## config.mk

```make
export PLATFORM = sky130hd
export DESIGN_NAME = luds_mul
export DESIGN_NICKNAME = d
export VERILOG_FILES = /design/src/rtl/luds_pkg.sv /design/src/rtl/luds_mul.sv
export SDC_FILE = /design/constraint.sdc
export NUM_CORES = 2
export LEC_CHECK = 0
export ABC_AREA = 0
export ABC_CLOCK_PERIOD_IN_PS = 11100
export BUFFER_PORTS_ARGS = -buffer_cell sky130_fd_sc_hd__buf_2
export CAP_MARGIN = 10
export CORE_ASPECT_RATIO = 1.75
export CORE_MARGIN = 8
export CORE_UTILIZATION = 65
export DETAILED_ROUTE_END_ITERATION = 8
export GPL_TIMING_DRIVEN = 0
export PLACE_DENSITY = 0.83
export SLEW_MARGIN = 20
export SYNTH_ARGS = -nofsm -noshare
export SYNTH_HDL_FRONTEND = slang
export SYNTH_SLANG_ARGS = --single-unit
```

## constraint.sdc

```tcl
create_clock -name clk -period 11.1 [get_ports clk]
set_clock_uncertainty 0.05 [all_clocks]
set_input_delay 2.22 -clock clk [delete_from_list [all_inputs] [get_ports clk]]
set_output_delay 2.22 -clock clk [all_outputs]
set_load 0.05 [all_outputs]
```

## src/rtl/luds_pkg.sv

```systemverilog
// luds_pkg: shared word types, a saturation helper and a magnitude helper for the LU solve unit.
// No dependencies.
`timescale 1ns / 1ps

package luds_pkg;

  typedef logic signed [31:0] word_t;
  typedef logic signed [63:0] dword_t;

  localparam word_t WORD_MAX = 32'sh7FFF_FFFF;
  localparam word_t WORD_MIN = 32'sh8000_0000;

  function automatic word_t sat32(input dword_t v);
    word_t r;
    if (v > dword_t'(WORD_MAX)) begin
      r = WORD_MAX;
    end else if (v < dword_t'(WORD_MIN)) begin
      r = WORD_MIN;
    end else begin
      r = v[31:0];
    end
    return r;
  endfunction

  function automatic logic [31:0] mag32(input word_t v);
    logic [31:0] r;
    r = v[31] ? (~v + 32'd1) : v;
    return r;
  endfunction

endpackage

```

## src/rtl/luds_mul.sv

```systemverilog
// luds_mul: shared two-stage signed multiplier with Q-format rounding.
// Depends on luds_pkg.
`timescale 1ns / 1ps

module luds_mul #(
  parameter int FRAC_BITS = 16
) (
  input  logic                clk,
  input  logic signed [32:0]  a,
  input  logic signed [32:0]  b,
  output logic signed [65:0]  prod,
  output luds_pkg::dword_t    qrnd
);

  logic signed [65:0] prod_r;
  luds_pkg::dword_t   qrnd_r;
  logic               neg;
  logic [65:0]        mabs;
  logic [63:0]        rnd;
  luds_pkg::dword_t   qv;

  always_comb begin
    neg  = prod_r[65];
    mabs = neg ? (~prod_r + 66'd1) : prod_r;
    rnd  = (mabs[63:0] + (64'd1 << (FRAC_BITS - 1))) >> FRAC_BITS;
    qv   = neg ? -luds_pkg::dword_t'(rnd) : luds_pkg::dword_t'(rnd);
  end

  always_ff @(posedge clk) begin
    prod_r <= a * b;
    qrnd_r <= qv;
  end

  assign prod = prod_r;
  assign qrnd = qrnd_r;

endmodule

```

==> results.cfg <==
[final_layout]
area_growth_pct = 6.55
final_cell_count_no_fill = 6209
drive_gt1_share_pct = 7.30
fin_nets = 6679
utilization_pct = 69.6

[clocking]
root_buffer = clkbuf_16
clockBufferDepth = 2
clkTransAtPathRegs_ns = 0.07
insertion_delay_ns = 0.50
cts_setup_buffers = 0
htreeDepth = 4
cts_buffers = 17
cts_sinks = 130
cts_tree = done

[critical_path]
worstPathRequired_ns = 11.40
worstPathMaxFanout = 10
arrival_ns = 11.38
setup.worst_path.start_class = input port
cp-end-kind = flop
critPathKind = input port to flop

[grt]
grt_max_degree = 27
first_global_vias = 43126
grt_pass1_wl_um = 297000
antenna_found_initial = 36
grt_overflow = 0
grt_usage_pct = 52.3

[logic_synthesis]
synth_edf_count = 0
syn_nets = 6462
synth_area_per_cell_um2 = 9.14
yosysSeqAreaShare_pct = 5.66
yosysTopAreaCell = fa_1
synthTopCellsByCount = inv_1, fa_1, nand2_1
yosysMostFrequentCell = inv_1
ys_types = 93
synthTopCellsByArea = fa_1, inv_1, and2_1, ha_1, dfxtp_1
syn_area_um2 = 46000
synthArstFlopShare_pct = 0
synth_cells = 5031
synth_flop_cell = dfxtp_1
synth_top_area_share_pct = 49.8
synth_seq_cells = 130
yosysWarnings = 0

[detailed_routing]
wl_per_cell_um = 32.4
vias = 39797
final_antenna_net_count = 0
routed_via_density = 6.41
totalWireLength_um = 201000
drcViolationCount = 0
dr.pass1.iters = 8
drt_iter0_markers = 4712

[sta]
rsz0062_at_grt = yes
worst_slack_ns = 0.0116
fin_crit_sh_pct = 99.9
max_slew_margin_pct = 11.3
hold_viol = 0
max_slew.worst_pin.slew_ns = 1.32
maxSlewViolCount = 0
layout_min_cycle_time_ns = 11.09
max_freq_mhz = 90.2
setup_viol = 0
tns_ns = 0

[placement]
io_buffers = 196
hpwl_um = 160000
place_worst_setup_slack_ns = -1.30
dp_cells = 6144
gp_congestion = 1.12

[hold_path]
hold_class = flop to flop

[floorplan]
die_h_um = 368
coreArea_um2 = 70400
die_w_um = 217
rows = 129
dieArea_um2 = 79900
pin_count = 197
initial_core_util_pct = 65.4

[status]
status = finished clean

[run]
cap_viol_max_count = 0
==> cells in the final DEF (no fill, tap or decap), types with 35 or more instances in the layout <==
master	count
xor2_1	58
clkbuf_1	151
o21ai_0	71
xnor2_1	138
buf_2	210
a21o_1	43
ha_1	219
inv_1	1198
nor3_1	35
a21oi_1	71
dfxtp_1	130
nor2_1	97
nand2_1	602
and2_1	562
fa_1	1141
clkbuf_2	68
==> layer usage <==
metal	track usage (%)	wire [um]
met1	49.6	54600
met2	80.6	90900
met3	22.6	25500
met4	55.9	30100
met5	0.925	99
==> critical path: stages <==
cell	delay (ns)
buf_2	0.30
clkbuf_1	0.90
nand2_1	0.17
fa_1	0.53
inv_1	0.05
fa_1	0.48
fa_1	0.60
fa_1	0.48
fa_1	0.58
fa_1	0.45
fa_1	0.49
inv_1	0.05
fa_1	0.91
inv_1	0.10
ha_1	0.43
nand4_1	0.20
nor2_2	0.24
nand4_1	0.17
o32ai_4	0.43
o21ai_1	0.24
o21ai_2	0.25
a21oi_1	0.16
o21bai_1	0.25
and2_1	0.18
o21a_1	0.11
nor2_1	0.05
xnor2_1	0.34
==> worst paths after layout <==
| check | from | endpoint | slack [ns] | cells past startpoint |
|---|---|---|---|---|
| max | b[26] | prod[58]$_DFF_P_ | 0.01 | 27 |
| max reg2reg | prod[65]$_DFF_P_ | qrnd[53]$_SDFF_PN0_ | 0.78 | 25 |
| min | prod[50]$_DFF_P_ | qrnd[34]$_DFF_P_ | 0.70 | 2 |
| min reg2reg | prod[50]$_DFF_P_ | qrnd[34]$_DFF_P_ | 0.70 | 2 |
==> flip-flops by register name (all words and copies together) (netlist names) <==
register,flops
prod,66
qrnd,64
==> repair_timing <==
action / CTS / global route
resized for setup: 25 / 156
setup endpoints to repair: 11 / 10
pin swaps: 0 / 1
hold buffers: 0 / 0
==> cells by family after synthesis <==
logic type | count (synthesis) | share of synthesized area [%]
xor+xnor | 200 | 3.84
compound gates | 377 | 5.73
buf+inv | 1449 | 11.9
simple gates | 1502 | 16.8
fa+ha+maj | 1365 | 55.8
flops | 130 | 5.66
mux | 8 | 0.180
==> final cells by class <==
type | instances | area, um^2
Fill cell | 5812 | 21400
Multi-Input combinational cell | 3452 | 38000
Clock inverter | 14 | 144
Sequential cell | 130 | 2600
Timing Repair Buffer | 198 | 1010
Tap cell | 917 | 1150
Antenna cell | 31 | 77.6
Buffer | 250 | 1100
Clock buffer | 18 | 429
Inverter | 1199 | 4500
==> through the flow <==
step / area [um^2] / hold WS [ns]
global route: 48900 / 0.693
detailed placement: 48100 / 0.663
global placement: 48100 / 0.663
CTS: 48800 / 0.677
floorplan: 46000 / 0.808
finish: 49000 / 0.697
Power is left out: the tool's default activity adds up to more than one toggle a clock period on the data nets, which glitch-free logic cannot reach.
