## config.mk

```make
export PLATFORM = sky130hd
export DESIGN_NAME = luds_div
export DESIGN_NICKNAME = d
export VERILOG_FILES = /design/src/rtl/luds_pkg.sv /design/src/rtl/luds_div.sv
export SDC_FILE = /design/constraint.sdc
export NUM_CORES = 1
export LEC_CHECK = 0
export BUFFER_PORTS_ARGS = -buffer_cell sky130_fd_sc_hd__buf_2
export CAP_MARGIN = 20
export CORE_UTILIZATION = 61
export DETAILED_ROUTE_END_ITERATION = 6
export GPL_ROUTABILITY_DRIVEN = 0
export GPL_TIMING_DRIVEN = 0
export PLACE_DENSITY = 0.81
export SYNTH_ARGS = -nofsm -noshare
export SYNTH_HDL_FRONTEND = slang
export SYNTH_SLANG_ARGS = --single-unit
```

## constraint.sdc

```tcl
create_clock -name clk -period 4.95 [get_ports clk]
set_clock_uncertainty 0.05 [all_clocks]
set_input_delay 0.495 -clock clk [delete_from_list [all_inputs] [get_ports clk]]
set_output_delay 0.495 -clock clk [all_outputs]
set_load 0.03 [all_outputs]
```

## src/rtl/luds_pkg.sv

```systemverilog
// luds_pkg: shared word types, a saturation helper and a magnitude helper for the LU solve unit.
// No dependencies.
`timescale 1ns / 1ps

package luds_pkg;

  typedef logic signed [31:0] word_t;
  typedef logic signed [63:0] dword_t;

  localparam word_t WORD_MAX = 32'sh7FFF_FFFF;
  localparam word_t WORD_MIN = 32'sh8000_0000;

  function automatic word_t sat32(input dword_t v);
    word_t r;
    if (v > dword_t'(WORD_MAX)) begin
      r = WORD_MAX;
    end else if (v < dword_t'(WORD_MIN)) begin
      r = WORD_MIN;
    end else begin
      r = v[31:0];
    end
    return r;
  endfunction

  function automatic logic [31:0] mag32(input word_t v);
    logic [31:0] r;
    r = v[31] ? (~v + 32'd1) : v;
    return r;
  endfunction

endpackage

```

## src/rtl/luds_div.sv

```systemverilog
// luds_div: radix-2 restoring divider for rounded Q-format quotients.
// Depends on luds_pkg.
`timescale 1ns / 1ps

module luds_div #(
  parameter int FRAC_BITS = 16
) (
  input  logic            clk,
  input  logic            rst_n,
  input  logic            start,
  input  luds_pkg::word_t num,
  input  luds_pkg::word_t den,
  output logic            done,
  output luds_pkg::word_t quo
);

  localparam int QW   = 33 + FRAC_BITS;
  localparam int CNTW = $clog2(QW + 1);

  logic            busy_r, done_r, neg_r;
  logic [CNTW-1:0] cnt_r;
  logic [QW-1:0]   dvd_r;
  logic [31:0]     rem_r, d_r;
  luds_pkg::word_t quo_r;

  logic [31:0]      dm, dd;
  logic [QW-1:0]    dvd0;
  logic [32:0]      rt, rsub;
  logic             ge;
  luds_pkg::dword_t qv, sq;

  always_comb begin
    dm   = luds_pkg::mag32(den);
    dd   = (dm == 32'd0) ? 32'd1 : dm;
    dvd0 = (QW'(luds_pkg::mag32(num)) << FRAC_BITS) + QW'(dd >> 1);
    rt   = {rem_r, dvd_r[QW-1]};
    ge   = rt >= {1'b0, d_r};
    rsub = rt - {1'b0, d_r};
    qv   = luds_pkg::dword_t'({{(64 - QW){1'b0}}, dvd_r});
    sq   = neg_r ? -qv : qv;
  end

  always_ff @(posedge clk) begin
    if (!rst_n) begin
      busy_r <= 1'b0;
      done_r <= 1'b0;
    end else begin
      done_r <= 1'b0;
      if (start) begin
        busy_r <= 1'b1;
      end else if (busy_r && cnt_r == '0) begin
        busy_r <= 1'b0;
        done_r <= 1'b1;
      end
    end
  end

  always_ff @(posedge clk) begin
    if (start) begin
      cnt_r <= CNTW'(QW);
      dvd_r <= dvd0;
      rem_r <= 32'd0;
      d_r   <= dd;
      neg_r <= num[31] ^ den[31];
    end else if (busy_r) begin
      if (cnt_r != '0) begin
        rem_r <= ge ? rsub[31:0] : rt[31:0];
        dvd_r <= {dvd_r[QW-2:0], ge};
        cnt_r <= cnt_r - CNTW'(1);
      end else begin
        quo_r <= luds_pkg::sat32(sq);
      end
    end
  end

  assign done = done_r;
  assign quo  = quo_r;

endmodule

```

==> impl_metrics.yaml <==
outcome:
  status: "finished, final reports clean"
logic_synthesis:
  synth_edf_count: 114
  yosysSeqAreaShare_pct: 36.0
  top_ff_cell_synth: "sky130_fd_sc_hd__edfxtp_1"
  synth_area_leaders: "sky130_fd_sc_hd__edfxtp_1 (29%), sky130_fd_sc_hd__dfxtp_1 (6.8%), sky130_fd_sc_hd__xnor2_1 (6.6%), sky130_fd_sc_hd__ha_1 (5.5%), sky130_fd_sc_hd__o21ai_0 (5.2%)"
  ys_types: 81
  synth_top_cell_by_area: "sky130_fd_sc_hd__edfxtp_1"
  syn_area_per_cell_sq_um: 8.95
  async_reset_ff_share_pct: 0
  synth.ff_latch_count: 154
  postSynthCellCount: 1311
  post_synth_most_frequent_cells: "sky130_fd_sc_hd__nand2_1 (121), sky130_fd_sc_hd__o21ai_0 (121), sky130_fd_sc_hd__edfxtp_1 (114)"
  synth.yosys.warnings: 0
  syn_area_sq_um: 11700
  synth_top_area_share_pct: 29.2
  nets_in_the_synthesized_netlist: 1432
grt:
  grt_first_pass_wirelength_mm: 50.4
  globalRoute.totalOverflow: 0
  grt_max_degree: 37
  grt_antenna_before_repair: 0
  grt_usage_pct: 32.4
  number_of_global_route_vias_before_repair: 9832
drt:
  via_count: 10900
  detail_route.wl_per_cell_um: 19.0
  routed_wirelength_mm: 31.9
  detail_route.vias_per_cell: 6.52
  drt_iter0_markers: 1067
  drc_errors: 0
  drt_first_pass_iters: 6
  final_antenna_net_count: 0
pwr:
  vdd.ir_drop.worst_mv: 0.255
  p_leak_nw: 4.98
  p_total_mw: 4.20
  power_density_nw_per_um2: 318
worst_setup_path:
  timing.setup.critical_path_class: "in -> reg"
  worst_ep_required_time_ns: 5.09
  path_max_fanout: 8
  worst_path_cell_trace: "clkbuf_1 -> or4_4 -> nand2b_4 -> nor4_4 -> buf_4 -> nand3_2 -> o41ai_2 -> xnor2_1 -> ha_1 -> o21a_1 -> o21ai_0 -> o311a_1 -> o21ai_0 -> a21oi_1 -> nor2_4 -> nand4b_1 -> xnor2_1 -> mux2_2"
  critical_path_arrival_ns: 4.98
  startpoint_type: "input pin"
  crit_slowest_cell: "sky130_fd_sc_hd__or4_4"
  cpPeakStageDelay_ns: 0.59
  cp_num_buf_inv: 2
  crit_family: "simple AND/OR/NAND/NOR gates"
  endpoint_kind: "register"
placed_design:
  dpl_worst_slack_ns: -0.776
  placedCellCount: 1642
  dp_hpwl_mm: 24.1
  port_buffers: 92
floorplan:
  dieArea_sq_um: 19800
  i_o_pin_total: 100
  initial_standard_cell_utilization_of_the_core_pct: 62.5
  row_count: 50
  die_y_um: 141
  die_extent_in_x_um: 141
  design.core.area_sq_um: 18800
sta:
  min_period_ns: 4.84
  min_period_over_period_pct: 97.7
  fin_ws_ns: 0.112
  max_freq_mhz: 207
  fin_worst_hold_slack_ns: 0.256
  timing_max_transition_violations_final: 0
  timing_worst_slew_pin_value_ns: 0.860
  finalHoldViolCount: 0
  max-slew-margin-rel_pct: 41.8
  setup_viol: 0
  fin_tns_setup_ns: 0
min_path:
  hold_path.class: "in -> reg"
layout:
  net_count_final: 1552
  layoutNonFillerInstCount: 1678
  n_antenna_cell: 0
  drive_above_1_share_pct: 15.2
  seqCellArea_sq_um: 4220
  area_delta_synth_final_pct: 12.5
  multi_input_area_sq_um: 7050
  nFillCells: 1435
cts:
  clkTransAtPathRegs_ns: 0.07
  htree_num_levels: 4
  ctsLongestPathBuffers: 2
  post_cts_hold_buffer_count: 0
  clkLatencyLatePin_ns: 0.44
  cts-root-buf: "sky130_fd_sc_hd__clkbuf_16"
  tritoncts.num_buffers: 17
  numClockSinks: 154
  clock_tree_from_tritoncts: "built"
flow_run:
  max_cap_violations: 0
==> path summary, 6_finish.rpt <==
check	from	endpoint	slack, ns	cells after the start
setup / recovery	den[9]	dvd_r[45]$_DFFE_PP_	0.11	18
setup reg to reg	d_r[6]$_DFFE_PP_	rem_r[5]$_SDFFE_PP0P_	0.76	12
hold reg to reg	rem_r[6]$_SDFFE_PP0P_	rem_r[7]$_SDFFE_PP0P_	0.44	2
hold / removal	rst_n	busy_r$_SDFFE_PN0P_	0.26	2
==> power breakdown <==
part	total [mW]	internal [mW]	switching, mW
Clock	1.27	0.710	0.557
Sequential	1.70	1.56	0.149
Combinational	1.23	0.495	0.731
==> cells in the final DEF (no fill, tap or decap), drive strengths merged, types with 37 or more instances in the layout <==
cell	instances
a31oi	37
dfxtp	40
a21oi	56
clkbuf	64
nand2	121
xor2	69
nor2	69
inv	77
ha	52
o21ai	125
edfxtp	114
xnor2	88
buf	119
==> state kept, by name, indices dropped and copies added, names as in the netlist <==
register	count
busy_r	1
cnt_r	6
d_r	32
done	1
dvd_r	49
neg_r	1
quo	32
rem_r	32
==> final cells by class <==
cell class / instances / share of cell area (%)
timing repair buffer: 102 / 4.19
inverter: 74 / 2.10
tap: 234 / 2.22
clock inverter: 12 / 0.881
clock buffer: 20 / 3.38
buffer: 61 / 1.88
multi-input combinational: 1021 / 53.4
sequential: 154 / 32.0
==> per-layer routing <==
metal  vias up  global-route usage, %  routed length, um
li1       5119                      -                  -
met3        91                   5.16               2890
met4         0                   15.0               1110
met1      5116                   44.3              13700
met5         -                      0                  0
met2       610                   50.4              14300
==> metrics by stage <==
step	instance area, sq um	util, %
after floorplan	11700	-
after global placement	12500	66.6
after detailed placement	12600	66.9
after CTS	13100	70.0
after global routing	13200	70.4
final	13200	70.4
==> logic make-up after synthesis <==
kind of cell / Yosys count / share of synthesized area [%]
adder cells (fa/ha/maj): 54 / 5.88
AO/OA/AOI/OAI: 364 / 20.0
multiplexers: 32 / 3.04
buffers and inverters: 136 / 4.47
flip-flops: 154 / 36.0
XOR/XNOR: 157 / 11.7
AND/OR/NAND/NOR: 414 / 18.9
==> timing repair <==
item                                    in CTS  in global routing
setup buffers                                0                  4
gates resized for setup                      5                 11
endpoints found under the hold margin        0                  0
endpoints found under the setup margin      14                 16
pin swaps                                    0                  3
No activity file was read; power rests on OpenSTA's default activity.
